==> src/rtl/core/lmst_pkg.sv <==
`default_nettype none
package lmst_pkg;

   // Field and register widths.
   localparam int CFG_W   = 11;
   localparam int DIM_W   = 13;
   localparam int ACC_W   = 58;
   localparam int TOT_W   = 28;
   localparam int CEN_W   = 19;
   localparam int SIZE_W  = 12;
   localparam int SHIFT_W = 20;
   localparam int DENS_W  = 16;
   localparam int DIVD_W  = 58;
   localparam int DIVS_W  = 32;
   localparam int ROOT_W  = 14;
   localparam int BIT_W   = 4;
   localparam int ADDR_W  = 4;
   localparam int DATA_W  = 32;

   // Saturation limits and reset values.
   localparam logic [CEN_W-1:0]  SHIFT_MAX   = 19'd262144;
   localparam logic [DENS_W-1:0] DENS_MAX    = 16'hFFFF;
   localparam logic [CFG_W-1:0]  FW_RESET    = 11'd640;
   localparam logic [CFG_W-1:0]  FH_RESET    = 11'd480;
   localparam logic [CFG_W-1:0]  DSIZE_RESET = 11'd32;
   localparam logic [BIT_W-1:0]  ROOT_TOP    = 4'd13;

   // Register indexes on the configuration port.
   localparam logic [1:0] REG_FRAME_WIDTH  = 2'd0;
   localparam logic [1:0] REG_FRAME_HEIGHT = 2'd1;
   localparam logic [1:0] REG_KERNEL_MODE  = 2'd2;
   localparam logic [1:0] REG_DEFAULT_SIZE = 2'd3;

   typedef enum logic [1:0] {
      SEL_X   = 2'd0,
      SEL_Y   = 2'd1,
      SEL_DEN = 2'd2
   } div_sel_type;

   typedef struct packed {
      logic [CFG_W-1:0] frame_width;
      logic [CFG_W-1:0] frame_height;
      logic             kernel_mode;
      logic [CFG_W-1:0] default_size;
   } cfg_type;

   typedef struct packed {
      logic             pix;
      logic             sq_init;
      logic             sq_mul;
      logic             sq_test;
      logic [BIT_W-1:0] bit_idx;
      logic             nsq;
      logic             n9;
      logic             div_start;
      logic             div_store;
      div_sel_type      sel;
      logic             fin;
   } cmd_type;

   typedef struct packed {
      logic last;
      logic found;
      logic div_done;
   } sts_type;

endpackage
`default_nettype wire

==> src/rtl/core/lmst_div.sv <==
`default_nettype none
module lmst_div (
   input  wire logic                        clock,
   input  wire logic                        reset,
   input  wire logic                        start,
   input  wire logic [lmst_pkg::DIVD_W-1:0] dividend,
   input  wire logic [lmst_pkg::DIVS_W-1:0] divisor,
   output logic                             done,
   output logic [lmst_pkg::DIVD_W-1:0]      quotient
);
   import lmst_pkg::*;

   logic [5:0]        cnt_ff;
   logic              busy_ff;
   logic              done_ff;
   logic [DIVS_W:0]   rem_ff;
   logic [DIVD_W-1:0] quo_ff;
   logic [DIVS_W-1:0] dvs_ff;
   logic [DIVS_W:0]   trial;
   logic              ge;

   // One quotient bit per cycle, restoring form.
   assign trial = {rem_ff[DIVS_W-1:0], quo_ff[DIVD_W-1]};
   assign ge    = trial >= {1'b0, dvs_ff};

   always_ff @(posedge clock) begin
      if (reset) begin
         busy_ff <= 1'b0;
         done_ff <= 1'b0;
         cnt_ff  <= '0;
      end else begin
         done_ff <= 1'b0;
         if (start) begin
            busy_ff <= 1'b1;
            cnt_ff  <= 6'(DIVD_W - 1);
         end else if (busy_ff) begin
            if (cnt_ff == 6'd0) begin
               busy_ff <= 1'b0;
               done_ff <= 1'b1;
            end else begin
               cnt_ff <= cnt_ff - 6'd1;
            end
         end
      end
   end

   // Remainder and quotient shift register.
   always_ff @(posedge clock) begin
      if (start) begin
         rem_ff <= '0;
         quo_ff <= dividend;
         dvs_ff <= divisor;
      end else if (busy_ff) begin
         rem_ff <= ge ? trial - {1'b0, dvs_ff} : trial;
         quo_ff <= {quo_ff[DIVD_W-2:0], ge};
      end
   end

   assign done     = done_ff;
   assign quotient = quo_ff;

endmodule
`default_nettype wire

==> src/rtl/core/lmst_dp.sv <==
`default_nettype none
module lmst_dp #(
   parameter int MAX_WIDTH  = 1024,
   parameter int MAX_HEIGHT = 1024
) (
   input  wire logic                         clock,
   input  wire logic                         reset,
   input  wire lmst_pkg::cfg_type            cfg,
   input  wire lmst_pkg::cmd_type            cmd,
   output lmst_pkg::sts_type                 sts,
   input  wire logic [7:0]                   luminance,
   output logic signed [lmst_pkg::SHIFT_W-1:0] shift_x,
   output logic signed [lmst_pkg::SHIFT_W-1:0] shift_y,
   output logic [lmst_pkg::CEN_W-1:0]        center_x,
   output logic [lmst_pkg::CEN_W-1:0]        center_y,
   output logic [lmst_pkg::SIZE_W-1:0]       window_size,
   output logic [lmst_pkg::DENS_W-1:0]       density,
   output logic                              found
);
   import lmst_pkg::*;

   localparam int XW = $clog2(MAX_WIDTH);
   localparam int YW = $clog2(MAX_HEIGHT);

   // Analysis box edges from a Q.8 centre, clipped to the frame.
   function automatic logic [2*CFG_W-1:0] box_edges(input logic [CEN_W-1:0] c8,
                                                    input logic [CFG_W-1:0] dim,
                                                    input logic [CFG_W-1:0] half);
      logic [CEN_W-1:0] hs;
      logic [CEN_W:0]   upper;
      logic [CFG_W-1:0] lo;
      logic [CFG_W-1:0] hi;
      hs    = {half, 8'b0};
      lo    = (c8 < hs) ? '0 : c8[CEN_W-1:8] - half;
      upper = {1'b0, c8} + {1'b0, hs};
      hi    = (upper > {1'b0, dim, 8'b0}) ? dim : c8[CEN_W-1:8] + half;
      return {lo, hi};
   endfunction

   logic [XW-1:0]           col_ff;
   logic [YW-1:0]           row_ff;
   logic [CEN_W-1:0]        cen_x_ff, cen_y_ff;
   logic [SIZE_W-1:0]       size_ff;
   logic [CFG_W-1:0]        box_ff [4];
   logic signed [ACC_W-1:0] acc_x_ff, acc_y_ff;
   logic [TOT_W-1:0]        tot_ff;
   logic [7:0]              peak_ff;
   logic [ROOT_W-1:0]       m_ff;
   logic [2*ROOT_W-1:0]     sq_ff;
   logic [2*ROOT_W+1:0]     nn_ff;
   logic [DIVS_W-1:0]       dv_ff;
   logic signed [SHIFT_W-1:0] sx_ff, sy_ff;
   logic [DENS_W-1:0]       dens_ff;
   logic signed [SHIFT_W-1:0] out_sx_ff, out_sy_ff;
   logic [DENS_W-1:0]       out_dens_ff;
   logic                    out_found_ff;

   logic [CFG_W-1:0]        w_eff, h_eff, dflt_eff, half;
   logic [2*CFG_W-1:0]      edges_x, edges_y;
   logic [CFG_W-1:0]        x_lo, x_hi, y_lo, y_hi;
   logic [DIM_W-1:0]        x13, y13;
   logic                    first, in_box, found_now;
   logic signed [21:0]      off_x, off_y;
   logic signed [30:0]      prod_x, prod_y;
   logic signed [ACC_W-1:0] acc_x_in, acc_y_in;
   logic [TOT_W-1:0]        tot_in, tot_base;
   logic [7:0]              peak_in, peak_base;
   logic [ROOT_W-1:0]       trial;
   logic [ROOT_W:0]         root_n;
   logic [DIVD_W-1:0]       mag_x, mag_y, dvd;
   logic [DIVS_W-1:0]       dvs;
   logic [DIVD_W-1:0]       quo;
   logic                    div_done;
   logic [CEN_W-1:0]        qsat;
   logic signed [SHIFT_W-1:0] sx_use, sy_use;
   logic signed [CEN_W+1:0] cx_sum, cy_sum;
   logic [CEN_W-1:0]        cx_new, cy_new, max_x, max_y;

   // Effective frame dimensions and default size.
   always_comb begin
      if (cfg.frame_width == '0) begin
         w_eff = 11'd1;
      end else if ({2'b0, cfg.frame_width} > DIM_W'(MAX_WIDTH)) begin
         w_eff = CFG_W'(MAX_WIDTH);
      end else begin
         w_eff = cfg.frame_width;
      end
      if (cfg.frame_height == '0) begin
         h_eff = 11'd1;
      end else if ({2'b0, cfg.frame_height} > DIM_W'(MAX_HEIGHT)) begin
         h_eff = CFG_W'(MAX_HEIGHT);
      end else begin
         h_eff = cfg.frame_height;
      end
      dflt_eff = (cfg.default_size == '0) ? 11'd1 : cfg.default_size;
   end

   // Box for the pixel in hand: fresh edges on the first pixel of a frame.
   assign half    = CFG_W'((({3'b0, size_ff} * 15'd5) >> 3) >> 1);
   assign edges_x = box_edges(cen_x_ff, w_eff, half);
   assign edges_y = box_edges(cen_y_ff, h_eff, half);
   assign first   = (col_ff == '0) && (row_ff == '0);
   assign x_lo    = first ? edges_x[2*CFG_W-1:CFG_W] : box_ff[0];
   assign x_hi    = first ? edges_x[CFG_W-1:0]       : box_ff[1];
   assign y_lo    = first ? edges_y[2*CFG_W-1:CFG_W] : box_ff[2];
   assign y_hi    = first ? edges_y[CFG_W-1:0]       : box_ff[3];
   assign x13     = DIM_W'(col_ff);
   assign y13     = DIM_W'(row_ff);
   assign in_box  = !cfg.kernel_mode &&
                    (x13 >= {2'b0, x_lo}) && (x13 < {2'b0, x_hi}) &&
                    (y13 >= {2'b0, y_lo}) && (y13 < {2'b0, y_hi});

   // Weighted offsets from the centre and the running sums.
   assign off_x     = $signed({1'b0, x13, 8'b0}) - $signed({3'b0, cen_x_ff});
   assign off_y     = $signed({1'b0, y13, 8'b0}) - $signed({3'b0, cen_y_ff});
   assign prod_x    = 31'($signed({1'b0, luminance})) * 31'(off_x);
   assign prod_y    = 31'($signed({1'b0, luminance})) * 31'(off_y);
   assign tot_base  = first ? '0 : tot_ff;
   assign peak_base = first ? '0 : peak_ff;

   always_comb begin
      acc_x_in = first ? '0 : acc_x_ff;
      acc_y_in = first ? '0 : acc_y_ff;
      tot_in   = tot_base;
      peak_in  = peak_base;
      if (in_box) begin
         acc_x_in = acc_x_in + ACC_W'(prod_x);
         acc_y_in = acc_y_in + ACC_W'(prod_y);
         tot_in   = tot_base + {20'b0, luminance};
         if (luminance > peak_base) begin
            peak_in = luminance;
         end
      end
   end

   // Pixel position counters, box and accumulators.
   always_ff @(posedge clock) begin
      if (reset) begin
         col_ff   <= '0;
         row_ff   <= '0;
         acc_x_ff <= '0;
         acc_y_ff <= '0;
         tot_ff   <= '0;
         peak_ff  <= '0;
         for (int i = 0; i < 4; i++) begin
            box_ff[i] <= '0;
         end
      end else if (cmd.pix) begin
         acc_x_ff <= acc_x_in;
         acc_y_ff <= acc_y_in;
         tot_ff   <= tot_in;
         peak_ff  <= peak_in;
         if (first) begin
            box_ff[0] <= x_lo;
            box_ff[1] <= x_hi;
            box_ff[2] <= y_lo;
            box_ff[3] <= y_hi;
         end
         if (x13 + 13'd1 >= {2'b0, w_eff}) begin
            col_ff <= '0;
            if (y13 + 13'd1 >= {2'b0, h_eff}) begin
               row_ff <= '0;
            end else begin
               row_ff <= row_ff + YW'(1);
            end
         end else begin
            col_ff <= col_ff + XW'(1);
         end
      end
   end

   // Integer root, one bit per square then test step: largest m with m*m*peak < total.
   assign trial  = m_ff | (ROOT_W'(1) << cmd.bit_idx);
   assign root_n = {1'b0, m_ff} + 15'd1;

   always_ff @(posedge clock) begin
      if (cmd.sq_init) begin
         m_ff <= '0;
      end
      if (cmd.sq_mul) begin
         sq_ff <= {{ROOT_W{1'b0}}, trial} * {{ROOT_W{1'b0}}, trial};
      end
      if (cmd.sq_test &&
          (({8'b0, sq_ff} * {{(2*ROOT_W){1'b0}}, peak_ff}) < {8'b0, tot_ff})) begin
         m_ff <= trial;
      end
      if (cmd.nsq) begin
         nn_ff <= {{(ROOT_W+1){1'b0}}, root_n} * {{(ROOT_W+1){1'b0}}, root_n};
      end
      if (cmd.n9) begin
         dv_ff <= DIVS_W'({nn_ff, 3'b0}) + DIVS_W'(nn_ff);
      end
   end

   // Divider operands: rounded shift components, then density.
   assign mag_x = acc_x_ff[ACC_W-1] ? DIVD_W'(-acc_x_ff) : DIVD_W'(acc_x_ff);
   assign mag_y = acc_y_ff[ACC_W-1] ? DIVD_W'(-acc_y_ff) : DIVD_W'(acc_y_ff);

   always_comb begin
      case (cmd.sel)
         SEL_X: begin
            dvd = mag_x + DIVD_W'(tot_ff >> 1);
            dvs = DIVS_W'(tot_ff);
         end
         SEL_Y: begin
            dvd = mag_y + DIVD_W'(tot_ff >> 1);
            dvs = DIVS_W'(tot_ff);
         end
         SEL_DEN: begin
            dvd = DIVD_W'({tot_ff, 10'b0});
            dvs = dv_ff;
         end
         default: begin
            dvd = '0;
            dvs = '0;
         end
      endcase
   end

   lmst_div u_div (
      .clock    (clock),
      .reset    (reset),
      .start    (cmd.div_start),
      .dividend (dvd),
      .divisor  (dvs),
      .done     (div_done),
      .quotient (quo)
   );

   assign qsat = (quo > DIVD_W'(SHIFT_MAX)) ? SHIFT_MAX : quo[CEN_W-1:0];

   always_ff @(posedge clock) begin
      if (cmd.div_store) begin
         case (cmd.sel)
            SEL_X: begin
               sx_ff <= acc_x_ff[ACC_W-1] ? -$signed({1'b0, qsat}) : $signed({1'b0, qsat});
            end
            SEL_Y: begin
               sy_ff <= acc_y_ff[ACC_W-1] ? -$signed({1'b0, qsat}) : $signed({1'b0, qsat});
            end
            SEL_DEN: begin
               dens_ff <= (quo > DIVD_W'(DENS_MAX)) ? DENS_MAX : quo[DENS_W-1:0];
            end
            default: begin
               dens_ff <= dens_ff;
            end
         endcase
      end
   end

   // New centre, saturated to the frame.
   assign found_now = (tot_ff != '0) && (peak_ff != '0);
   assign sx_use    = found_now ? sx_ff : '0;
   assign sy_use    = found_now ? sy_ff : '0;
   assign cx_sum    = $signed({2'b0, cen_x_ff}) + $signed({sx_use[SHIFT_W-1], sx_use});
   assign cy_sum    = $signed({2'b0, cen_y_ff}) + $signed({sy_use[SHIFT_W-1], sy_use});
   assign max_x     = {w_eff, 8'b0};
   assign max_y     = {h_eff, 8'b0};

   always_comb begin
      if (cx_sum[CEN_W+1]) begin
         cx_new = '0;
      end else if (cx_sum > $signed({2'b0, max_x})) begin
         cx_new = max_x;
      end else begin
         cx_new = cx_sum[CEN_W-1:0];
      end
      if (cy_sum[CEN_W+1]) begin
         cy_new = '0;
      end else if (cy_sum > $signed({2'b0, max_y})) begin
         cy_new = max_y;
      end else begin
         cy_new = cy_sum[CEN_W-1:0];
      end
   end

   // Window state, updated once per frame.
   always_ff @(posedge clock) begin
      if (reset) begin
         cen_x_ff <= {FW_RESET, 7'b0};
         cen_y_ff <= {FH_RESET, 7'b0};
         size_ff  <= {DSIZE_RESET, 1'b0};
      end else if (cmd.fin) begin
         cen_x_ff <= cx_new;
         cen_y_ff <= cy_new;
         if (found_now) begin
            size_ff <= SIZE_W'({2'b0, root_n} + {1'b0, root_n, 1'b0});
         end else begin
            size_ff <= {dflt_eff, 1'b0};
         end
      end
   end

   // Result register.
   always_ff @(posedge clock) begin
      if (cmd.fin) begin
         out_sx_ff    <= sx_use;
         out_sy_ff    <= sy_use;
         out_dens_ff  <= found_now ? dens_ff : '0;
         out_found_ff <= found_now;
      end
   end

   assign sts.last     = (x13 + 13'd1 >= {2'b0, w_eff}) && (y13 + 13'd1 >= {2'b0, h_eff});
   assign sts.found    = found_now;
   assign sts.div_done = div_done;

   assign shift_x     = out_sx_ff;
   assign shift_y     = out_sy_ff;
   assign center_x    = cen_x_ff;
   assign center_y    = cen_y_ff;
   assign window_size = size_ff;
   assign density     = out_dens_ff;
   assign found       = out_found_ff;

endmodule
`default_nettype wire

==> src/rtl/core/lmst_ctrl.sv <==
`default_nettype none
module lmst_ctrl (
   input  wire logic              clock,
   input  wire logic              reset,
   input  wire logic              req_valid,
   output logic                   req_stall,
   output logic                   rsp_valid,
   input  wire logic              rsp_stall,
   input  wire lmst_pkg::sts_type sts,
   output lmst_pkg::cmd_type      cmd
);
   import lmst_pkg::*;

   typedef enum logic [9:0] {
      ST_RUN = 10'b0000000001,
      ST_CHK = 10'b0000000010,
      ST_SQA = 10'b0000000100,
      ST_SQB = 10'b0000001000,
      ST_NSQ = 10'b0000010000,
      ST_N9  = 10'b0000100000,
      ST_DST = 10'b0001000000,
      ST_DWT = 10'b0010000000,
      ST_FIN = 10'b0100000000,
      ST_OUT = 10'b1000000000
   } state_type;

   state_type        state_ff, state_in;
   logic [BIT_W-1:0] bit_ff, bit_in;
   div_sel_type      sel_ff, sel_in;

   // Next state and commands to the datapath.
   always_comb begin
      state_in      = state_ff;
      bit_in        = bit_ff;
      sel_in        = sel_ff;
      cmd           = '0;
      cmd.bit_idx   = bit_ff;
      cmd.sel       = sel_ff;
      case (state_ff)
         ST_RUN: begin
            cmd.pix = req_valid;
            if (req_valid && sts.last) begin
               state_in = ST_CHK;
            end
         end
         ST_CHK: begin
            cmd.sq_init = 1'b1;
            bit_in      = ROOT_TOP;
            state_in    = sts.found ? ST_SQA : ST_FIN;
         end
         ST_SQA: begin
            cmd.sq_mul = 1'b1;
            state_in   = ST_SQB;
         end
         ST_SQB: begin
            cmd.sq_test = 1'b1;
            if (bit_ff == '0) begin
               state_in = ST_NSQ;
            end else begin
               bit_in   = bit_ff - BIT_W'(1);
               state_in = ST_SQA;
            end
         end
         ST_NSQ: begin
            cmd.nsq  = 1'b1;
            state_in = ST_N9;
         end
         ST_N9: begin
            cmd.n9   = 1'b1;
            sel_in   = SEL_X;
            state_in = ST_DST;
         end
         ST_DST: begin
            cmd.div_start = 1'b1;
            state_in      = ST_DWT;
         end
         ST_DWT: begin
            if (sts.div_done) begin
               cmd.div_store = 1'b1;
               case (sel_ff)
                  SEL_X: begin
                     sel_in   = SEL_Y;
                     state_in = ST_DST;
                  end
                  SEL_Y: begin
                     sel_in   = SEL_DEN;
                     state_in = ST_DST;
                  end
                  default: begin
                     state_in = ST_FIN;
                  end
               endcase
            end
         end
         ST_FIN: begin
            cmd.fin  = 1'b1;
            state_in = ST_OUT;
         end
         ST_OUT: begin
            if (!rsp_stall) begin
               state_in = ST_RUN;
            end
         end
         default: begin
            state_in = ST_RUN;
         end
      endcase
   end

   always_ff @(posedge clock) begin
      if (reset) begin
         state_ff <= ST_RUN;
         bit_ff   <= '0;
         sel_ff   <= SEL_X;
      end else begin
         state_ff <= state_in;
         bit_ff   <= bit_in;
         sel_ff   <= sel_in;
      end
   end

   assign req_stall = (state_ff != ST_RUN);
   assign rsp_valid = (state_ff == ST_OUT);

endmodule
`default_nettype wire

==> src/rtl/core/luminance_mean_shift_tracker_unit.sv <==
`default_nettype none
// Channel   Direction  Handshake           Payload
// req       in         req_valid/stall     req_luminance
// rsp       out        rsp_valid/stall     shift, centre, size, density, found
// csr       in/out     psel/penable/pready frame_width .. default_size
//
// Pixels are taken one per cycle while a frame is in progress.
// After the last pixel of a frame the input stalls: with luminance in the box, a check,
// a 14-bit root one bit at a time, set-up of the divisor, three serial divisions
// (shift x, shift y, density) and an update; with nothing found, a check and an update.
// The result then waits in its register, input still stalled, until rsp_stall is low.
// Reset is synchronous and restores the register defaults and the window.
module luminance_mean_shift_tracker_unit #(
   parameter int MAX_WIDTH  = 1024,
   parameter int MAX_HEIGHT = 1024
) (
   input  wire logic                          clock,
   input  wire logic                          reset,
   input  wire logic                          req_valid,
   output logic                               req_stall,
   input  wire logic [7:0]                    req_luminance,
   output logic                               rsp_valid,
   input  wire logic                          rsp_stall,
   output logic signed [lmst_pkg::SHIFT_W-1:0] rsp_shift_x,
   output logic signed [lmst_pkg::SHIFT_W-1:0] rsp_shift_y,
   output logic [lmst_pkg::CEN_W-1:0]         rsp_center_x,
   output logic [lmst_pkg::CEN_W-1:0]         rsp_center_y,
   output logic [lmst_pkg::SIZE_W-1:0]        rsp_window_size,
   output logic [lmst_pkg::DENS_W-1:0]        rsp_density,
   output logic                               rsp_found,
   input  wire logic                          psel,
   input  wire logic                          penable,
   input  wire logic                          pwrite,
   input  wire logic [lmst_pkg::ADDR_W-1:0]   paddr,
   input  wire logic [lmst_pkg::DATA_W-1:0]   pwdata,
   output logic [lmst_pkg::DATA_W-1:0]        prdata,
   output logic                               pready
);
   import lmst_pkg::*;

   cfg_type cfg_ff;
   cmd_type cmd;
   sts_type sts;
   logic    wr_en;

   // Configuration registers.
   assign pready = 1'b1;
   assign wr_en  = psel && penable && pwrite;

   always_ff @(posedge clock) begin
      if (reset) begin
         cfg_ff.frame_width  <= FW_RESET;
         cfg_ff.frame_height <= FH_RESET;
         cfg_ff.kernel_mode  <= 1'b0;
         cfg_ff.default_size <= DSIZE_RESET;
      end else if (wr_en) begin
         case (paddr[3:2])
            REG_FRAME_WIDTH:  cfg_ff.frame_width  <= pwdata[CFG_W-1:0];
            REG_FRAME_HEIGHT: cfg_ff.frame_height <= pwdata[CFG_W-1:0];
            REG_KERNEL_MODE:  cfg_ff.kernel_mode  <= pwdata[0];
            REG_DEFAULT_SIZE: cfg_ff.default_size <= pwdata[CFG_W-1:0];
            default:          cfg_ff.kernel_mode  <= cfg_ff.kernel_mode;
         endcase
      end
   end

   // Register read-back.
   always_comb begin
      case (paddr[3:2])
         REG_FRAME_WIDTH:  prdata = DATA_W'(cfg_ff.frame_width);
         REG_FRAME_HEIGHT: prdata = DATA_W'(cfg_ff.frame_height);
         REG_KERNEL_MODE:  prdata = DATA_W'(cfg_ff.kernel_mode);
         REG_DEFAULT_SIZE: prdata = DATA_W'(cfg_ff.default_size);
         default:          prdata = '0;
      endcase
   end

   lmst_ctrl u_ctrl (
      .clock     (clock),
      .reset     (reset),
      .req_valid (req_valid),
      .req_stall (req_stall),
      .rsp_valid (rsp_valid),
      .rsp_stall (rsp_stall),
      .sts       (sts),
      .cmd       (cmd)
   );

   lmst_dp #(
      .MAX_WIDTH  (MAX_WIDTH),
      .MAX_HEIGHT (MAX_HEIGHT)
   ) u_dp (
      .clock       (clock),
      .reset       (reset),
      .cfg         (cfg_ff),
      .cmd         (cmd),
      .sts         (sts),
      .luminance   (req_luminance),
      .shift_x     (rsp_shift_x),
      .shift_y     (rsp_shift_y),
      .center_x    (rsp_center_x),
      .center_y    (rsp_center_y),
      .window_size (rsp_window_size),
      .density     (rsp_density),
      .found       (rsp_found)
   );

endmodule
`default_nettype wire

==> config.mk <==
export PLATFORM = sky130hd
export DESIGN_NAME = luminance_mean_shift_tracker_unit
export DESIGN_NICKNAME = d
export VERILOG_FILES = /design/src/rtl/core/lmst_pkg.sv /design/src/rtl/core/lmst_div.sv /design/src/rtl/core/lmst_dp.sv /design/src/rtl/core/lmst_ctrl.sv /design/src/rtl/core/luminance_mean_shift_tracker_unit.sv
export SDC_FILE = /design/constraint.sdc
export NUM_CORES = 2
export LEC_CHECK = 0
export BUFFER_PORTS_ARGS = -buffer_cell sky130_fd_sc_hd__buf_4
export CAP_MARGIN = 10
export CORE_MARGIN = 2
export CORE_UTILIZATION = 45
export DETAILED_ROUTE_END_ITERATION = 8
export SETUP_SLACK_MARGIN = 0.3
export SLEW_MARGIN = 40
export SYNTH_ARGS = -nofsm -noshare
export SYNTH_HDL_FRONTEND = slang
export SYNTH_SLANG_ARGS = --single-unit
export TNS_END_PERCENT = 20
==> constraint.sdc <==
create_clock -name clock -period 17.15 [get_ports clock]
set_input_delay 0.8575 -clock clock [delete_from_list [all_inputs] [get_ports clock]]
set_output_delay 0.8575 -clock clock [all_outputs]
set_load 0.1 [all_outputs]
==> flow_summary_export.csv <==
group,metric,value,unit
outcome,status,"finished, final reports clean",
critical_path,cp_slowest_stage_delay,690,ps
critical_path,crit_type,"reg -> reg",
layout,seq_area,16700,um^2
yosys,synth-async-reset-ratio,0,
clocking,cts_buffers,84,
pwr,irDropWorstVdd,193.7,uV
yosys,ys_seq_area_frac,0.2062,
sta,grt_setup_unrepaired,"false",
grt,grt_pass1_wl,402.2,mm
floorplan,start_util,0.4532,
grt,grt_busiest_layer,"met2",
place,dp_hpwl,205.6,mm
critical_path,r2r-start,"u_dp.center_x[0]",
grt,grt_max_degree,91,
clocking,cts_tree,"done",
yosys,ys.warnings.count,0,
layout,multiInputGateArea,58800,um^2
layout,area_growth,7.888,%
clocking,cts_hold_buf,0,
critical_path,rr_worst_depth,45,
sta,slew_headroom,0.3626,
pwr,internal_power,4545,uW
drt,ant_nets,0,
place,dp_cells,11780,
clocking,cts.sinks,660,
floorplan,std_cell_rows,155,
sta,hold_ws,396.9,ps
pwr,p_sw_frac,0.4618,
sta,setup_violations,0,
place,place.gp.congestion,0.9906,
sta,finalClockSkew,44.16,ps
drt,dr.pass1.iters,6,
sta,worst_slew_pin_slew,956.1,ps
floorplan,dieHeight,428.2,um
critical_path,cp.required,17760,ps
grt,grt_pass1_vias,68150,
sta,slew_viol_final,0,
sta,fin_crit,12420,ps
pwr,power_frac_seq,0.202,
drt,route.detailed.drc,0,
yosys,synth-edff-count,348,
grt,met2_usage,0.4614,
run,maxCapViolCount,0,
drt,via_count,68230,
hold_path,min-delay-path-class,"in -> reg",
critical_path,ff2ff_setup_slack,4730,ps
drt,first_iter_violations,5317,
critical_path,cp-startpoint,"u_dp.center_x[0]",
floorplan,die_w,428.2,um
sta,setup_ws,4731,ps
yosys,synth_seq_cells,660,
yosys,syn_inst,9563,
clocking,clockBufferDepth,3,
layout,nets,11060,
critical_path,r2r_end,"u_dp.acc_x_ff[54]",
pwr,combPwrFrac,0.575,
grt,grt-ovfl-total,0,
clocking,post_cts_buffers,0,
clocking,htreeDepth,3,
yosys,yosysUniqueCellTypes,118,
sta,hold_violations,0,
sta,fmax,80.52,MHz
critical_path,critPathMaxFanout,35,
critical_path,startpoint_type,"register",
sta,fin_crit_sh,0.7241,
critical_path,crit_end,"u_dp.acc_x_ff[54]",
place,place_ws,4701,ps
grt,met1_usage,0.3514,
clocking,clk_pin_slew,70,ps
yosys,ys_top_cells_by_area,"fa_1 (17%), edfxtp_1 (13%), ha_1 (13%)",
place,placed_area,84420,um^2
pwr,pwr-share-clk,0.223,
layout,drive_gt1_frac,0.05919,
layout,final_cell_area,87340,um^2
sta,tns,0,ps
clocking,clock_latency,730,ps
grt,grtUsageTotal,0.2820,
floorplan,io_pins,193,
grt,use_met3,0.03185,
yosys,synth_top_area_share,0.1654,
critical_path,end_kind,"register",
pwr,p_sw,3899,uW
floorplan,dieArea,183300,um^2
floorplan,core,178600,um^2
yosys,synth_flop_cell,"edfxtp_1",
pwr,p_per_area,96.67,nW/um^2
layout,final_cells,11940,
critical_path,cp.arrival,13030,ps
yosys,syn-cell-area,80960,um^2
yosys,syn_avg_cell_area,8.466,um^2
clocking,cts_root_buffer,"clkbuf_16",
critical_path,critPathSlowestCell,"o41ai_1",
drt,routedWlPerCell,21.87,um
clocking,cts_resized,0,
layout,fill_cells,17140,
pwr,p_leak,0.04036,uW
drt,vias_per_cell,5.712,
yosys,yosys.area.top_type,"fa_1",
place,io_buffer_count,147,
grt,antenna_found_initial,15,
drt,routed_wirelength,261.3,mm
[worst max-delay path: cells and delay by family, from the launching register on]
kind,cells,cell delay [ps]
buf+inv,7,1560
xor+xnor,2,770
fa+ha+maj,7,3090
simple gates,10,1820
flops,1,640
compound gates,19,4390
[kinds of logic after synthesis]
family / after synthesis / share of synthesized area
simple gates: 3082 / 0.1840
mux: 92 / 0.01162
buf+inv: 1514 / 0.07180
fa+ha+maj: 1502 / 0.2941
xor+xnor: 630 / 0.06816
flops: 660 / 0.2062
other cells: 2 / 0.00009277
compound gates: 2081 / 0.1640
[placed cells by master, fill, tap and decap left out, types with 348 or more instances in the layout]
cell,count
inv_1,1085
nand2_1,971
ha_1,832
xnor2_1,401
fa_1,669
edfxtp_1,348
nor2_1,791
o21ai_0,487
a21oi_1,608
and2_1,427
[final cells by class]
cell class,instances,area share
well taps,2355,0.03374
multi-input cells,7421,0.6732
flip-flops and latches,660,0.1912
clock buffers,99,0.02567
repair buffers,242,0.02139
diodes,10,0.0002865
inverters,1100,0.04730
clock inverters,57,0.007206
[registers in the layout, indices dropped and copies added, names as in the netlist, 29 cells and up]
register             count
u_dp.acc_x_ff           58
u_dp.acc_y_ff           58
u_dp.u_div.quotient     58
u_dp.box_ff             44
cfg_ff                  34
u_dp.u_div.dvs_ff       32
u_dp.u_div.rem_ff       32
u_dp.dv_ff              31
u_dp.nn_ff              29
[per-layer routing]
layer  routed length [um]  share of wire
met4                19950          0.076
met2               120600           0.46
met3                13580          0.052
met1               107100           0.41
met5                   46        0.00018
[synthesized netlist by cell type, types with 18 or more instances]
library cell	number
and2_1	429
buf_2	23
buf_1	30
xnor2_1	408
o31ai_1	72
o21ai_0	495
or3_1	52
o21bai_1	90
edfxtp_1	348
fa_1	669
a211oi_1	49
nor3_1	133
nor2_1	797
a31oi_1	45
mux2i_1	85
a21oi_1	609
o22ai_1	21
xor2_1	222
o211ai_1	25
ha_1	832
o41ai_1	22
and3_1	75
nand3_1	142
nor4_1	60
or4_1	23
a22oi_1	135
buf_4	25
nand4b_1	18
dfxtp_1	312
nand4_1	57
nor2b_1	101
inv_1	1090
o21a_1	80
clkbuf_1	335
a21o_1	189
nand2_1	974
or2_2	45
nand2b_1	72
[per-stage QoR]
stage / total power (uW) / utilization
2_1_floorplan: 5487 / -
3_5_place_dp: 6485 / 0.4726
5_1_grt: 9039 / 0.4890
4_1_cts: 8400 / 0.4887
6_report: 8443 / 0.4890
3_3_place_gp: 6432 / 0.4716
[power by group through the flow]
stage | Combinational (uW) | Clock, uW | Sequential, uW
6_report | 4860 | 1880 | 1700
3_3_place_gp | 4690 | 0 | 1740
3_5_place_dp | 4750 | 0 | 1740
5_1_grt | 5360 | 1970 | 1710
2_1_floorplan | 3750 | 0 | 1730
4_1_cts | 4780 | 1920 | 1700
[worst min-delay path by stage]
stage | slack, ps | from | cells after the start | endpoint
2_1_floorplan | 430 | u_dp.nn_ff[0] | 0 | u_dp.dv_ff[0]
3_3_place_gp | 470 | cfg_ff[21] | 2 | cfg_ff[21]
3_5_place_dp | 480 | cfg_ff[21] | 2 | cfg_ff[21]
4_1_cts | 350 | pwdata[8] | 3 | cfg_ff[20]
5_1_grt | 380 | pwdata[2] | 3 | cfg_ff[25]
6_report | 400 | pwdata[8] | 3 | cfg_ff[20]
No activity file was read; power rests on OpenSTA's default activity.
